**src/hw/rtl/heq_ram.sv**
```systemverilog
// Generic single-write, single-read synchronous RAM with a registered read port.
// Stand-alone; no package needed.
module heq_ram #(
  parameter int WIDTH = 8,
  parameter int DEPTH = 256
) (
  input  logic                     clk,
  input  logic                     wr_en,
  input  logic [$clog2(DEPTH)-1:0] wr_addr,
  input  logic [WIDTH-1:0]         wr_data,
  input  logic                     rd_en,
  input  logic [$clog2(DEPTH)-1:0] rd_addr,
  output logic [WIDTH-1:0]         rd_data
);

  logic [WIDTH-1:0] mem [DEPTH];
  logic [WIDTH-1:0] rd_data_r;

  always_ff @(posedge clk) begin
    if (wr_en) begin
      mem[wr_addr] <= wr_data;
    end
    if (rd_en) begin
      rd_data_r <= mem[rd_addr];
    end
  end

  assign rd_data = rd_data_r;

endmodule

```
**config.mk**
```make
export PLATFORM = sky130hd
export DESIGN_NAME = heq_ram
export DESIGN_NICKNAME = d
export VERILOG_FILES = /design/src/hw/rtl/heq_ram.sv
export SDC_FILE = /design/constraint.sdc
export NUM_CORES = 2
export LEC_CHECK = 0
export BUFFER_PORTS_ARGS = -buffer_cell sky130_fd_sc_hd__buf_2
export CORE_MARGIN = 3
export CORE_UTILIZATION = 55
export CTS_BUF_LIST = sky130_fd_sc_hd__clkbuf_8
export DETAILED_ROUTE_END_ITERATION = 10
export PLACE_DENSITY = 0.85
export SYNTH_ARGS = -nofsm -noshare
export SYNTH_HDL_FRONTEND = slang
export SYNTH_SLANG_ARGS = --single-unit
export TNS_END_PERCENT = 10
```
**constraint.sdc**
```tcl
create_clock -name clk -period 2.26 [get_ports clk]
set_input_delay 0.113 -clock clk [delete_from_list [all_inputs] [get_ports clk]]
set_output_delay 0.113 -clock clk [all_outputs]
set_load 0.02 [all_outputs]
```
Word level (Yosys, flattened, before mapping)
Memory sizes are Yosys's and may differ from the RTL's. A register that Yosys moved wholly into a read port is not among the register bits.
Cells that the tools add are included.
{"block": "classes", "mux": 2}
{"op": "1-bit two-way mux", "count": 2}
{"block": "word_totals", "ram_bits": 2048, "regBits": 0, "n_memories": 1, "elab_cells": 3, "out_inout_bits": 8}
{"name": "mem", "words": 256, "word_bits": 8, "rd": 1, "rd_ports_with_merged_regs": 1, "write_ports": 1, "line_no": "16", "text": "logic [WIDTH-1:0] mem [DEPTH];"}

Logic depth before layout (Yosys ltp)
{"block": "depth", "word_depth": 2, "mapped_depth": 11}

Worst setup path after synthesis
No wires, ideal clock.
{"block": "synth_path", "path_type": "in2reg", "start": "input port rd_addr[0]", "end": "register rd_data_r[2] (netlist: rd_data[2]) (read register of mem) (data pin)", "t_required_ps": 1991, "cell_stages": 9, "setup_slack_ps": 71, "t_arrival_ps": 1920, "setup_time_ps": 269, "path_cell_list": "buf_6 -> buf_12 -> buf_8 -> buf_2 -> mux4_2 -> a22oi_1 -> a21oi_1 -> nor4_1 -> nor4_2"}
{"item": "from (decl)", "line_no": "12", "text": "input logic [$clog2(DEPTH)-1:0] rd_addr,"}
{"item": "to (decl)", "line_no": "17", "text": "logic [WIDTH-1:0] rd_data_r;"}

==> flow_metrics.env <==
export IMPL_hold_path_class="in -> reg"
export IMPL_cp_max_fo=1
export IMPL_crit_chain="mux4_2 -> mux4_2 -> nor2_1 -> a2111oi_2 -> nor3_2 -> buf_4 -> nor4_1"
export IMPL_p_switching_mw=16.9
export IMPL_slowest_stage="mux4_2"
export IMPL_drc=0
export IMPL_critical_path_class="reg -> reg"
export IMPL_grt_max_degree=87
export IMPL_synth_top_flop_cell="edfxtp_1"
export IMPL_dp_hpwl_um=132000
export IMPL_clk_pin_slew_ns=0.07
export IMPL_clkLatencyLatePin_ns=1.02
export IMPL_routed_via_density=6.76
export IMPL_crit_required_ns=2.97
export IMPL_ios=35
export IMPL_cts_buffers=321
export IMPL_tightest_slew_ns=0.959
export IMPL_drv_slew=0
export IMPL_drt_wl_total_um=216000
export IMPL_initial_core_util=0.558
export IMPL_swShare=0.225
export IMPL_postSynthAreaPerCell_um2=21.3
export IMPL_hold_viol=0
export IMPL_yosys_warnings=0
export IMPL_regArea_um2=61700
export IMPL_portBuffers=34
export IMPL_cp_num_buf_inv=1
export IMPL_yosysUniqueCellTypes=54
export IMPL_cts_sinks=2056
export IMPL_firstDrtPassIters=8
export IMPL_drtIter0Drc=8159
export IMPL_multi_input_area_um2=16800
export IMPL_wire_per_inst_um=32.5
export IMPL_dp_worst_setup_slack_ns=-1.11
export IMPL_worst_ep_arrival_time_ns=3.21
export IMPL_slew_limit_headroom=0.356
export IMPL_cp_common_cell="mux4_2"
export IMPL_end_kind="flop"
export IMPL_placementRows=138
export IMPL_intPower_mw=58.3
export IMPL_gp_congestion=0.910
export IMPL_violations="negative setup slack"
export IMPL_die_h_um=387
export IMPL_area_delta_synth_final_pct=16.7
export IMPL_crit_path_start_kind="flop"
export IMPL_antenna_found_initial=9
export IMPL_crit_family="multiplexers"
export IMPL_setup_viol=8
export IMPL_power_density_nw_per_um2=810
export IMPL_fillers=8289
export IMPL_total_leakage_power_nw=30.5
export IMPL_clock_skew_ns=0.0672
export IMPL_slowest_delay_ns=0.54
export IMPL_pwr_share_clk=0.379
export IMPL_clock_fmax_ghz=0.401
export IMPL_vias=45000
export IMPL_htree_levels=5
export IMPL_die_x_um=387
export IMPL_grt_pass1_vias=46100
export IMPL_p_seq_frac=0.560
export IMPL_track_usage=0.289
export IMPL_clk_path_buf_depth=4
export IMPL_drive_gt1_frac=0.335
export IMPL_min_period_ns=2.49
export IMPL_core_area_um2=143000
export IMPL_synth_edf_count=2056
export IMPL_overflow=0
export IMPL_async_flop_share=0
export IMPL_fin_nets=4580
export IMPL_rsz0062_at_grt="true"
export IMPL_grt_pass1_wl_um=315000
export IMPL_min_period_over_period=1.10
export IMPL_ys_seq_elements=2056
export IMPL_status="complete, but fails checks"
export IMPL_layout_setup_ws_ns=-0.231
export IMPL_root_buffer="clkbuf_8"
export IMPL_ant_nets=0
export IMPL_synth_nets=3760
export IMPL_die_area_um2=149000
export IMPL_timing_hold_ws_ns=0.116
export IMPL_max_vdd_ir_drop_v=0.000873
export IMPL_netlist_area_um2=79600
export IMPL_cap_violations=0
export IMPL_synth_seq_area_share=0.775
export IMPL_synth_cells=3733
export IMPL_p_comb_frac=0.061
export IMPL_cts_tree="yes"
per-stage QoR:
step | setup TNS (ns) | cells | cell area (µm²) | util | power [mW]
final | -1.38 | 6656 | 92900 | 0.652 | 75.2
after global routing | -1.64 | 6655 | 92900 | 0.652 | 77.1
after CTS | -1.04 | 6651 | 92800 | 0.651 | 75.1
after detailed placement | -7.23 | 6099 | 86700 | 0.608 | 47.2
after global placement | -6.72 | 6099 | 86700 | 0.608 | 47.0
after floorplan | 0 | 3733 | 79600 | - | 45.0
layout by cell type, fill, tap and decap left out, types with 20 or more instances in the layout:
cell	instances
edfxtp_1	2056
buf_4	609
mux4_2	454
clkbuf_8	338
nor2_1	276
mux2i_1	134
a22oi_1	131
a21oi_1	94
inv_1	88
clkinv_1	80
buf_12	67
o221ai_1	46
nand3_1	34
nand2_1	33
o22ai_1	28
nor2b_1	27
buf_2	23
dlygate4sd3_1	21
clkinv_2	20
worst paths after layout:
check / from / endpoint / slack [ns] / cells past startpoint
setup / recovery: mem[139][7]$_DFFE_PP_ / rd_data[7]$_DFFE_PP_ / -0.23 / 7
hold / removal: rd_en / rd_data[4]$_DFFE_PP_ / 0.12 / 2
setup reg to reg: mem[139][7]$_DFFE_PP_ / rd_data[7]$_DFFE_PP_ / -0.23 / 7
hold reg to reg: mem[32][5]$_DFFE_PP_ / rd_data[5]$_DFFE_PP_ / 1.17 / 7
Yosys cell counts (6+ instances only):
cell      count  area, µm²
edfxtp_1   2056      61700
o221ai_1     46        403
a221oi_1     13        114
mux4_2      454      10200
o22ai_1      28        175
nand4_1      10       62.6
nor2b_1      31        194
mux2i_1     134       1340
o21ai_0      10       50.1
nand3_1      34        170
o211ai_1     10       75.1
a211oi_1     16        120
buf_1        22       82.6
buf_4        27        203
nand2_1      33        124
and2_1        6       37.5
a22o_1        8       70.1
nor4_1       24        150
buf_12        8        160
buf_2        31        155
nor3_1       22        110
buf_6        21        236
nand2b_1      8       50.1
a21oi_1      96        480
clkbuf_1    111        417
nor2_1      282       1060
buf_8        13        195
a22oi_1     133        998
worst reg2reg max path, stage by stage, from the launching register on:
cell and delay, ns:
edfxtp_1 0.36, mux4_2 0.54, mux4_2 0.52, nor2_1 0.19, a2111oi_2 0.08, nor3_2 0.29
buf_4 0.19, nor4_1 0.05
flip-flops by register name, summed over array words and instances, names as in the netlist:
signal and count:
mem 2048, rd_data 8
layer usage:
layer,wire (µm),track usage,vias up
met5,21,0,-
met4,13600,0.155,4
met2,103000,0.452,4305
li1,-,-,17300
met3,31700,0.0846,950
met1,68000,0.369,22400
cells by family after synthesis:
group | Yosys count | synth area share
buf+inv | 235 | 0.0183
compound gates | 385 | 0.0342
flops | 2056 | 0.775
mux | 591 | 0.146
simple gates | 466 | 0.0263
power groups by stage:
stage | Sequential (mW) | Clock [mW] | Combinational, mW
global placement | 42.9 | 0 | 4.10
floorplan | 42.9 | 0 | 2.04
global route | 42.1 | 30.3 | 4.71
finish | 42.1 | 28.5 | 4.58
detailed placement | 42.9 | 0 | 4.25
CTS | 42.1 | 28.6 | 4.41
layout make-up:
cell class	instances	area share
inverters	2	0.0000808
diodes	5	0.000135
flip-flops and latches	2056	0.664
repair buffers	730	0.0686
multi-input cells	1442	0.181
clock inverters	201	0.0112
well taps	1890	0.0254
clock buffers	330	0.0489
repair_timing:
item / in CTS / in global routing
buffers inserted: 0 / 0
resized for setup: 48 / 15
endpoints found under the setup margin: 8 / 14
pin swaps: 11 / 8
hold buffers: 21 / 0
endpoints found under the hold margin: 2180 / 0
Power figures use the tool's default switching activity.
