## config.mk

```make
export PLATFORM = sky130hd
export DESIGN_NAME = heq_div
export DESIGN_NICKNAME = d
export VERILOG_FILES = /design/src/hw/rtl/heq_pkg.sv /design/src/hw/rtl/heq_div.sv
export SDC_FILE = /design/constraint.sdc
export NUM_CORES = 1
export LEC_CHECK = 0
export BUFFER_PORTS_ARGS = -buffer_cell sky130_fd_sc_hd__buf_2
export CORE_UTILIZATION = 41
export CTS_BUF_LIST = sky130_fd_sc_hd__clkbuf_4 sky130_fd_sc_hd__clkbuf_8 sky130_fd_sc_hd__clkbuf_16
export DETAILED_ROUTE_END_ITERATION = 16
export SLEW_MARGIN = 20
export SYNTH_ARGS = -nofsm -noshare
export SYNTH_HDL_FRONTEND = slang
export SYNTH_SLANG_ARGS = --single-unit
```

## constraint.sdc

```tcl
create_clock -name clk -period 6.8 [get_ports clk]
set_input_delay 1.36 -clock clk [delete_from_list [all_inputs] [get_ports clk]]
set_output_delay 1.36 -clock clk [all_outputs]
set_load 0.02 [all_outputs]
```

## src/hw/rtl/heq_pkg.sv

```systemverilog
// Shared constants, codes, types and helper functions for the histogram equalization unit.
// Used by heq_div, the top level and heq_checker; depends on nothing else.
package heq_pkg;

  localparam int GREY_LEVELS = 256;
  localparam int COUNT_BITS  = 24;

  localparam int PIX_W  = 8;
  localparam int FUNC_W = 2;
  localparam int CFG_W  = 24;

  localparam int IDX_W = $clog2(GREY_LEVELS);
  localparam int CDF_W = COUNT_BITS + IDX_W;
  localparam int NUM_W = CDF_W + IDX_W + 2;
  localparam int DEN_W = CFG_W + 1;
  localparam int REM_W = DEN_W + IDX_W;

  localparam logic [COUNT_BITS-1:0] BIN_MAX    = '1;
  localparam logic [IDX_W-1:0]      LAST_LEVEL = IDX_W'(GREY_LEVELS - 1);
  localparam logic [NUM_W-1:0]      MAP_SCALE  = NUM_W'(2 * (GREY_LEVELS - 1));
  localparam logic [NUM_W-1:0]      LEVELS_NUM = NUM_W'(GREY_LEVELS);

  localparam logic [FUNC_W-1:0] FUNC_COUNT = 2'd0;
  localparam logic [FUNC_W-1:0] FUNC_REMAP = 2'd1;
  localparam logic [FUNC_W-1:0] FUNC_CLEAR = 2'd2;

  typedef struct packed {
    logic             start;
    logic [NUM_W-1:0] num;
    logic [DEN_W-1:0] den;
  } div_req_t;

  typedef struct packed {
    logic             done;
    logic [IDX_W-1:0] quot;
  } div_rsp_t;

  // Grey levels above the top bin fold into the top bin.
  function automatic logic [IDX_W-1:0] level_index(input logic [PIX_W-1:0] p);
    logic [PIX_W:0] wide;
    wide = {1'b0, p};
    if (wide >= (PIX_W + 1)'(GREY_LEVELS)) begin
      return LAST_LEVEL;
    end
    return IDX_W'(p);
  endfunction

endpackage

```

## src/hw/rtl/heq_div.sv

```systemverilog
// Iterative truncating divider for the level table: one quotient bit per cycle, saturating
// at the top grey level. Depends on heq_pkg.
module heq_div
  import heq_pkg::*;
(
  input  logic     clk,
  input  logic     rst_n,
  input  div_req_t req,
  output div_rsp_t rsp
);

  localparam int CNT_W = $clog2(IDX_W + 1);

  logic             busy_r, busy_nxt;
  logic             done_r, done_nxt;
  logic [REM_W-1:0] rem_r, rem_nxt;
  logic [REM_W-1:0] dsh_r, dsh_nxt;
  logic [IDX_W-1:0] q_r, q_nxt;
  logic [CNT_W-1:0] cnt_r, cnt_nxt;
  logic [NUM_W-1:0] lim;
  logic             take;

  assign lim  = NUM_W'(req.den) * LEVELS_NUM;
  assign take = rem_r >= dsh_r;

  always_comb begin
    busy_nxt = busy_r;
    done_nxt = 1'b0;
    rem_nxt  = rem_r;
    dsh_nxt  = dsh_r;
    q_nxt    = q_r;
    cnt_nxt  = cnt_r;
    if (req.start) begin
      // A quotient of GREY_LEVELS or more would exceed the top level, so it is clamped now.
      if (req.num >= lim) begin
        q_nxt    = LAST_LEVEL;
        done_nxt = 1'b1;
      end else begin
        rem_nxt  = REM_W'(req.num);
        dsh_nxt  = REM_W'(req.den) << (IDX_W - 1);
        q_nxt    = '0;
        cnt_nxt  = CNT_W'(IDX_W);
        busy_nxt = 1'b1;
      end
    end else if (busy_r) begin
      if (take) begin
        rem_nxt = rem_r - dsh_r;
      end
      dsh_nxt = dsh_r >> 1;
      q_nxt   = (q_r << 1) | IDX_W'(take);
      cnt_nxt = cnt_r - 1'b1;
      if (cnt_r == CNT_W'(1)) begin
        busy_nxt = 1'b0;
        done_nxt = 1'b1;
      end
    end
  end

  always_ff @(posedge clk) begin
    rem_r <= rem_nxt;
    dsh_r <= dsh_nxt;
    q_r   <= q_nxt;
    cnt_r <= cnt_nxt;
    if (!rst_n) begin
      busy_r <= 1'b0;
      done_r <= 1'b0;
    end else begin
      busy_r <= busy_nxt;
      done_r <= done_nxt;
    end
  end

  assign rsp.done = done_r;
  assign rsp.quot = q_r;

endmodule

```

Word level (Yosys, flattened, before mapping)

Cells that the tools add are included.

Register bits after elaboration: 80
Output and inout bits: 9

$add $sub $neg: 2
Order comparisons: 2
Eq/ne operators: 2
Muxes and demuxes: 21
Bitwise operators: 1
Reductions and logical operators: 4

Operators with widths:

| kind                                             | count |
|---|---|
| 2-to-1 mux 33 bit                                | 7 |
| greater-or-equal comparator 42 x 33 -> 1 bit     | 1 |
| greater-or-equal comparator 33 bit               | 1 |
| subtractor 33 bit                                | 1 |
| 2-to-1 mux 8 bit                                 | 3 |
| 2-to-1 mux 4 bit                                 | 3 |
| 2-to-1 mux 1 bit                                 | 8 |
| OR 8 x 1 -> 8 bit                                | 1 |
| == test 4 x 1 -> 1 bit, second input constant    | 1 |
| nonzero test 2 bit                               | 2 |
| subtractor 4 x 1 -> 4 bit, second input constant | 1 |
| AND reduction 3 bit                              | 1 |
| != test 2 bit, second input constant             | 1 |
| AND reduction 2 bit                              | 1 |

Longest topological paths before layout

Gate-level depths: netlist of the first run.

Depth in word-level cells: 4
Mapped depth: 11
Gate-level depth less buffers: 11

Worst setup path before layout of the first run

Ideal clock, no wire load.

Path type: input-to-reg
Start point: input req[19] (netlist name)
End point: register cnt_r[0] (enable)
Setup time: 0.397 ns
Arrival: 3.619 ns
Path slack: 2.785 ns
Cell stages on the path: 10
Cells stage by stage: inv_1 ha_1 a21o_1 a21o_1 a21oi_1 o2111ai_1 a21oi_1 a211oi_1 o21ai_0 and2_1

Word-level cells in the longest chain between the ends: 3

RTL lines:

| what                                         | line          | RTL |
|---|---|---|
| start: declaration                           | heq_div.sv:8  | `input div_req_t req,` |
| greater-or-equal comparator 42 x 33 -> 1 bit | heq_div.sv:35 | `if (req.num >= lim) begin` |
| != test 2 bit (no line)                      | -             |  |
| AND reduction 2 bit (no line)                | -             |  |
| end signal: assignment                       | heq_div.sv:63 | `cnt_r <= cnt_nxt;` |
| end: declaration                             | heq_div.sv:19 | `logic [CNT_W-1:0] cnt_r, cnt_nxt;` |

Every way passes these cells.
A chain may end at the register's enable or synchronous reset.

Worst setup path in the final report of the first run

Start point: input req[15] (netlist name)
End point: register rem_r[10] (enable)

Word-level cells in the longest chain between the ends: 3

RTL lines:

| what                                         | line          | RTL |
|---|---|---|
| greater-or-equal comparator 42 x 33 -> 1 bit | heq_div.sv:35 |  |
| != test 2 bit (no line)                      | -             |  |
| AND reduction 3 bit (no line)                | -             |  |
| end signal: assignment                       | heq_div.sv:60 | `rem_r <= rem_nxt;` |
| end: declaration                             | heq_div.sv:16 | `logic [REM_W-1:0] rem_r, rem_nxt;` |

Every way passes these cells.

==> run metrics, run 1 <==
status completed; min cycle time layout 4140 ps; H-tree depth 3; register area 2350 um^2; cts repair resizes 0; number of nets in the layout 836; setup slack, reg-to-reg 2890 ps; clk root buf clkbuf_16; CP required 6820 ps; Max rail drop VDD 0.000117 V; Post-Syn Area 5790 um^2; GPL Wtd Cong 0.886; initial core utilization 41.9%; Synth cell types 62; Fmax 241 MHz; relative slew slack 52.7%; DRT iter0 DRCs 247; vias per inst 5.31; Die X-Extent 121 um; Hold Slack 499 ps; GRT Overall Usage 19.5%; routing usage on met3 4.06%; number of setup buffers added after CTS 0; Post-CTS Hold Fix Bufs 0; final wirelength 13.4 mm; first-pass GRT wire length 22.2 mm; RSZ-0062 raised after global routing false; M1 GR Usage 25.1%; global route hottest layer met2; via count 4733; n_diodes 0; grt met2 use 32.5%; worst slew pin tran 709 ps; area of the multi-input gates 3080 um^2; cell count after synthesis 635; Hold Path Sink done_r; WL/cell 15.0 um; Skew-Pair Late Insertion Delay 350 ps; die footprint 14600 um^2; Syn Nets 765; gr ovfl total 0; Top FF cell, synth edfxtp_1; ys async rst share 0%; Port Buffers 78; vias in the first global route 4680; Detailed Routing Iterations Pass 1 5; HP Start busy_r; Core Region 13800 um^2; Bufs on Longest Clock Path 2; Mapped Avg Cell Area 9.12 um^2; number of synthesized flops with an enable pin 77; Register-to-Register Path Depth 10; HPWL Detailed 10.1 mm; WP data arrival 4160 ps; count of pins over their slew limit 0; initial antenna violation count 0; static leakage 3.08 nW; sequential fraction of the synthesis area 40.6%; crit end category register; Hold WC Path Type reg -> reg; fillers 1341; r2r endpoint rem_r[10]; critical path type in -> reg; largest net degree at the start of global routing 78; YS warnings 0; FF+latch count, synth 79; Syn-to-layout area delta 14.3%; WHS Path Cells 2; crit-path max FO 20; reg2reg start rem_r[4]; worst clock skew 9.83 ps; die extent in y 121 um; Final Cycle Share 60.9%; share of layout cells above drive strength 1 14.9%; post-route ant nets 0; final hold vios 0; MaxCap Viol Count 0; Clock Sinks 79; CTS buffer count 9; # DRC 0; TNS Setup 0 ps; startpoint types primary input; Rows 43; Worst-path clk slew 60 ps; pwr dens 203 nW/um^2; final setup fails 0; CTS tree yes; IO Count 79
[per-layer routing]
layer	wire, um	up-vias
li1	-	2411
met1	6230	2228
met2	6410	84
met3	593	10
met4	170	0
met5	0	-
[critical path: stages]
cell	delay, ps
buf_2	90
inv_1	40
ha_1	300
a21o_1	190
a21o_1	170
a21oi_1	280
o2111ai_1	160
a21oi_1	150
a211oi_1	90
o21ai_0	250
and3b_1	650
buf_4	420
[sequential cells by signal, summed over array words and instances, names as in the netlist]
name / flops
dsh_r: 32
done_r: 1
rem_r: 33
q_r: 8
cnt_r: 4
busy_r: 1
[metrics by stage]
stage	utilization, %	setup WS (ps)	instance area (um^2)	power [mW]	cells
after floorplan	-	2780	5790	0.809	635
after global placement	45.8	2320	6340	0.890	875
after detailed placement	45.8	2220	6340	0.896	875
after CTS	47.8	2600	6610	1.36	891
after global routing	47.8	2390	6610	1.41	891
final	47.8	2660	6610	1.34	891
[Yosys cell counts (3+ instances only)]
master,instances,area (um^2)
nand2_1,79,297
edfxtp_1,77,2310
inv_1,72,270
ha_1,59,738
o21ai_0,55,275
a21o_1,44,330
nor2_1,44,165
a21oi_1,43,215
clkbuf_1,18,67.6
xnor2_1,13,114
nand4_1,11,68.8
o31ai_1,9,67.6
xor2_1,8,70.1
nor2b_1,7,43.8
nor3_1,7,35.0
and2_1,6,37.5
nand3_1,6,30.0
nor4_1,5,31.3
a21boi_0,4,30.0
nor3b_1,4,30.0
o21a_1,4,30.0
a311oi_1,3,26.3
a31oi_1,3,18.8
and3_1,3,18.8
or3_1,3,18.8
[cells by family (layout without fill, tap and decap cells)]
family | count (synthesis) | count (layout) | share of synthesized area [%]
xor gates and xnor gates | 21 | 21 | 3.18
AOI/OAI and AO/OA | 191 | 191 | 21.2
DFF | 79 | 79 | 40.6
muxes | 3 | 3 | 0.540
buffers and inverters | 93 | 169 | 6.23
adders and majority gates | 60 | 60 | 13.1
and+or+nand+nor | 188 | 188 | 15.2
[where the power goes]
part	internal (mW)	switching, mW
registers	0.570	0.00786
clock network	0.255	0.199
logic	0.128	0.180
[worst max-delay path by stage]
stage | depth (start not counted) | endpoint | slack [ps] | from
finish | 12 | rem_r[10] | 2660 | req[15]
global route | 12 | rem_r[10] | 2390 | req[15]
CTS | 12 | rem_r[11] | 2600 | req[15]
detailed placement | 12 | rem_r[6] | 2220 | req[15]
global placement | 12 | rem_r[7] | 2320 | req[15]
floorplan | 10 | cnt_r[0] | 2780 | req[19]
[cell usage in the layout (no fill, tap or decap), drive strengths merged, types with 3 or more instances in the layout]
master   netlist  routed
or3            3       3
a2111oi        3       3
o21ai         57      57
a311oi         3       3
nor3b          4       4
clkbuf        18      11
inv           72      72
nor2          44      44
nor4           5       5
and2           6       6
o31ai          9       9
edfxtp        77      77
nand4         11      11
a31oi          3       3
nand2         79      79
and3           3       3
xnor2         13      13
buf            3      81
a21o          44      44
xor2           8       8
clkinv         0       4
ha            59      59
o21a           4       4
nor2b          7       7
nand3          6       6
nor3           8       8
a21boi         5       5
a21oi         44      44
[layout make-up]
type / instances / share of cell area, %
timing repair buffer: 81 / 6.28
clock inverter: 5 / 0.530
sequential: 79 / 35.6
multi-input combinational: 463 / 46.5
clock buffer: 11 / 3.63
inverter: 72 / 4.09
tap: 180 / 3.41
No activity file was read; power rests on OpenSTA's default activity.
==> run 2, diff against run 1 <==
==> constraint.sdc (replaced) <==
create_clock -name clk -period 4 [get_ports clk]
set_input_delay 0.8 -clock clk [delete_from_list [all_inputs] [get_ports clk]]
set_output_delay 0.8 -clock clk [all_outputs]
set_load 0.02 [all_outputs]
==> run 2 against run 1 <==
Effect of this change:
- clock power rose by 87%
- sequential cell count did not move
- critical path depth did not move
- worst hold slack improved by 21 ps
- register-to-register slack got worse by 2300 ps
- die area did not move
- via count rose by 1.7%
- core utilization rose by 0.33 points
- non-clock buffer count rose by 2
- combinational power rose by 73%
- cell count rose by 0.22%
- largest power group unchanged
==> run metrics, run 2 (synthesized netlist as in run 1, its figures left out) <==
final hold vios 0; Max rail drop VDD 0.000256 V; largest register by flop count rem_r; WL/cell 15.5 um; static leakage 3.11 nW; Post-CTS Hold Fix Bufs 0; Skew-Pair Late Insertion Delay 340 ps; min cycle time layout 3390 ps; GPL Wtd Cong 0.916; IO Count 79; Clock Sinks 79; most frequent cells in the layout nand2_1 (79), edfxtp_1 (77), buf_2 (77); worst path cell trace buf_2 > inv_1 > ha_1 > a21o_1 > a21o_1 > a21oi_1 > o2111ai_1 > a21oi_1 > a211oi_1 > o21ai_0 > and2_1 > buf_4; vias per inst 5.39; worst slew pin tran 666 ps; CP max-delay cell buf_4; initial antenna violation count 0; gr ovfl total 0; fillers 1344; Hold WC Path Type reg -> reg; reg2reg start rem_r[4]; most common cell after layout, fill and taps aside nand2_1; final instance area 6660 um^2; die footprint 14600 um^2; number of nets in the layout 838; Core Region 13800 um^2; Die X-Extent 121 um; n_diodes 0; Final Cycle Share 84.7%; worst clock skew 5.23 ps; Port Buffers 78; final setup fails 0; Worst-path clk slew 60 ps; via count 4815; final wirelength 13.8 mm; Rows 43; HPWL Detailed 10.4 mm; Syn-to-layout area delta 15.1%; crit end category register; setup slack, reg-to-reg 620 ps; WP data arrival 3370 ps; crit-path max FO 36; RSZ-0062 raised after global routing false; CP peak stage delay 450 ps; relative slew slack 55.6%; startpoint types primary input; Largest regs rem_r (33), dsh_r (32), q_r (8); share of layout cells above drive strength 1 15.1%; clk root buf clkbuf_16; crit path launch req[19]; max FFs per register 33; largest net degree at the start of global routing 73; Worst Setup EP dsh_r[23]; GRT Overall Usage 20.3%; r2r endpoint rem_r[14]; H-tree depth 3; pwr dens 356 nW/um^2; CP required 3980 ps; number of setup buffers added after CTS 0; DRT iter0 DRCs 327; die extent in y 121 um; TNS Setup 0 ps; Fmax 295 MHz; vias in the first global route 4862; # DRC 0; count of pins over their slew limit 0; critical path type in -> reg; Detailed Routing Iterations Pass 1 4; cts repair resizes 0; Bufs on Longest Clock Path 2; post-route ant nets 0; status completed; Placed Area 6350 um^2; CTS buffer count 9; initial core utilization 41.9%; CTS tree yes; first-pass GRT wire length 23.1 mm; Register-to-Register Path Depth 10; MaxCap Viol Count 0
[run 2: cell count changes in the layout (fill, tap and decap cells not counted)]
cell | before | now
clkbuf_4 | 2 | 5
buf_4 | 4 | 6
clkinv_2 | 2 | 0
clkinv_4 | 2 | 0
bufinv_16 | 0 | 1
clkbuf_8 | 0 | 1
clkinvlp_4 | 1 | 0
[run 2: how the worst min path moves through the flow]
| stage | from | endpoint | cells past startpoint |
|---|---|---|---|
| finish | busy_r | done_r | 2 |
| global route | busy_r | done_r | 2 |
| CTS | busy_r | done_r | 2 |
| detailed placement | busy_r | done_r | 2 |
| global placement | q_r[4] | q_r[5] | 2 |
| floorplan | busy_r | done_r | 2 |
[run 2: per-stage QoR]
stage          power [mW]  cells  hold slack (ps)  worst slack (ps)  util, %
2_1_floorplan        1.38    635              447               545        -
3_3_place_gp         1.52    877              536               279     46.0
3_5_place_dp         1.53    877              520               258     46.0
4_1_cts              2.38    893              526               613     48.2
5_1_grt              2.49    893              529               415     48.2
6_report             2.37    893              520               613     48.2
[run 2: critical path, delay by kind of cell]
family                     cells  cell delay, ps
AOI/OAI and AO/OA              7            1500
buffers and inverters          3             580
adders and majority gates      1             300
and+or+nand+nor                1             170
[run 2: power breakdown]
part	leakage [nW]	internal [mW]	switching (mW)	total [mW]
clock network	0.155	0.536	0.316	0.852
logic	2.23	0.219	0.313	0.533
registers	0.730	0.970	0.0140	0.984
total	3.11	1.72	0.643	2.37
[run 2: layer usage]
metal / part of all wire, % / GRT usage, % / up-vias / wire length, um
met5: 0 / 0 / - / 0
met4: 1.6 / 7.25 / 0 / 226
met3: 4.7 / 3.96 / 19 / 647
met2: 48 / 34.3 / 113 / 6620
met1: 46 / 25.6 / 2252 / 6330
li1: - / - / 2431 / -
[run 2: layout make-up]
cell class / count / area (um^2) / area share [%]
inverters: 72 / 270 / 4.06
repair buffers: 83 / 430 / 6.46
multi-input cells: 463 / 3080 / 46.2
clock inverters: 1 / 30.0 / 0.451
flip-flops and latches: 79 / 2350 / 35.3
well taps: 180 / 225 / 3.38
clock buffers: 15 / 277 / 4.15
==> run 3, diff against run 2 <==
--- a/config.mk
+++ b/config.mk
@@ -5,6 +5,7 @@
 export SDC_FILE = /design/constraint.sdc
 export NUM_CORES = 1
 export LEC_CHECK = 0
+export ABC_AREA = 1
 export BUFFER_PORTS_ARGS = -buffer_cell sky130_fd_sc_hd__buf_2
 export CORE_UTILIZATION = 41
 export CTS_BUF_LIST = sky130_fd_sc_hd__clkbuf_4 sky130_fd_sc_hd__clkbuf_8 sky130_fd_sc_hd__clkbuf_16
==> constraint.sdc (replaced) <==
create_clock -name clk -period 3.4 [get_ports clk]
set_input_delay 0.68 -clock clk [delete_from_list [all_inputs] [get_ports clk]]
set_output_delay 0.68 -clock clk [all_outputs]
set_load 0.02 [all_outputs]
==> run 3 against run 2 <==
Effect of this change:
- combinational power rose by 31%
- setup slack gained 150 ps
- register-to-register slack improved by 240 ps
- cell area is 9.9% higher
- non-clock buffer count unchanged
- clock power up 15%
- clock skew is 2.7 ps higher
- synthesized cell count increased by 44%
- sequential share of layout area decreased by 3.2 points
- sequential cell count is the same
- via count grew 19%
- largest power group unchanged
==> run metrics, run 3 <==
CP max-delay cell ha_1; CP peak stage delay 300 ps; Placed Area 7020 um^2; die extent in y 127 um; Synth area leaders edfxtp_1 (36%), nand2_1 (18%), ha_1 (12%), inv_1 (9.7%), nor2_1 (4.5%); max FFs per register 33; cell count after synthesis 917; status completed; MaxCap Viol Count 0; Worst-path clk slew 60 ps; sequential fraction of the synthesis area 36.7%; ys async rst share 0%; Clock Sinks 79; static leakage 3.78 nW; Fmax 378 MHz; crit end category register; Synth top area share 36.1%; Post-Syn Area 6410 um^2; vias in the first global route 5485; DRT iter0 DRCs 301; most frequent cells in the layout nand2_1 (311), inv_1 (165), edfxtp_1 (77), buf_2 (77), nor2_1 (75); Final Util 48.1%; Top FF cell, synth edfxtp_1; Bufs on Longest Clock Path 2; critical path type in -> reg; initial antenna violation count 0; largest register by flop count rem_r; Finished Layout Cells 1188; initial core utilization 42.1%; H-tree depth 3; Max rail drop VDD 0.000240 V; setup slack at placement 368 ps; count of pins over their slew limit 0; RSZ-0062 raised after global routing false; WL/cell 13.3 um; largest net degree at the start of global routing 58; n_diodes 0; die footprint 16100 um^2; startpoint types primary input; final setup fails 0; post-route ant nets 0; synth cell count leaders nand2_1 (311), inv_1 (165), edfxtp_1 (77), nor2_1 (77), ha_1 (59); number of setup buffers added after CTS 0; Syn Nets 1047; # DRC 0; Syn-to-layout area delta 14.2%; Post-CTS Hold Fix Bufs 0; Rows 45; Crit path top cell by count nand2_1; CP required 3440 ps; share of layout cells above drive strength 1 12.0%; vias per inst 4.83; worst path cell trace buf_2 > inv_1 > ha_1 > a21o_1 > nor2_1 > nand3_1 > nand2_1 > nand2_1 > nand2_1 > nand2_1 > nand2_2 > inv_1 > nor2_2 > buf_12; Mapped Avg Cell Area 6.99 um^2; most frequent cell after synthesis nand2_1; min cycle time layout 2640 ps; YS warnings 0; cts repair resizes 0; final instance area 7320 um^2; IO Count 79; Core Region 15200 um^2; Final Cycle Share 77.7%; first-pass GRT wire length 26.4 mm; Hold Slack 476 ps; gr ovfl total 0; Hold WC Path Type reg -> reg; CTS tree yes; final wirelength 15.8 mm; WP data arrival 2680 ps; final setup margin 758 ps; worst slew pin tran 520 ps; dominant cell type by area after synthesis edfxtp_1; Largest regs rem_r (33), dsh_r (32), q_r (8); via count 5743; clk root buf clkbuf_16; worst clock skew 7.92 ps; overall power 2.83 mW; GPL Wtd Cong 0.865; most common cell after layout, fill and taps aside nand2_1; Detailed Routing Iterations Pass 1 4; CTS buffer count 9; final hold vios 0; Skew-Pair Late Insertion Delay 350 ps; Synth cell types 33; relative slew slack 65.3%; placed insts 1172; TNS Setup 0 ps; GRT Overall Usage 21.2%; FF+latch count, synth 79; number of synthesized flops with an enable pin 77; pwr dens 387 nW/um^2; number of nets in the layout 1125; Die X-Extent 127 um; crit-path max FO 33; Port Buffers 78; HPWL Detailed 12.8 mm
run 3: cell count changes after synthesis, moves of 8 or more:
cell	delta
a21o_1	-42
clkbuf_1	-11
inv_1	+93
nand2_1	+232
nand2_2	+9
nand3_1	+40
nor2_1	+33
o31ai_1	-9
xnor2_1	-8
run 3: final timing paths:
kind / slack [ps] / cells past startpoint / end / from
setup / recovery: 760 / 14 / rem_r[24] / req[9]
hold / removal: 480 / 2 / busy_r / busy_r
setup reg to reg: 860 / 13 / rem_r[24] / dsh_r[25]
hold reg to reg: 480 / 2 / busy_r / busy_r
run 3: area by class of cell:
| class | instances | area, um^2 |
|---|---|---|
| Fill cell | 1624 | 7890 |
| Sequential cell | 79 | 2350 |
| Multi-Input combinational cell | 656 | 3370 |
| Clock buffer | 12 | 248 |
| Clock inverter | 4 | 46.3 |
| Timing Repair Buffer | 83 | 443 |
| Tap cell | 188 | 235 |
| Inverter | 166 | 623 |
run 3: cell families after synthesis:
logic type | synth area share, %
xor gates and xnor gates | 0.820
AOI/OAI and AO/OA | 9.06
adders and majority gates | 11.8
buffers and inverters | 10.9
and+or+nand+nor | 30.7
DFF | 36.7
run 3: critical path, delay by kind of cell:
kind / cells / cell delay [ps]
buffers and inverters: 4 / 470
AOI/OAI and AO/OA: 1 / 190
adders and majority gates: 1 / 300
and+or+nand+nor: 8 / 1010
run 3: where the power goes:
part           switching (mW)  total, mW  internal, mW
combinational           0.451      0.697         0.246
sequential             0.0159       1.16          1.14
clock                   0.388      0.978         0.590
run 3: routing by layer:
layer	track usage, %	routed length (um)
met5	0	0
met3	3.27	503
met1	29.0	8060
met2	34.2	7010
met4	7.42	253
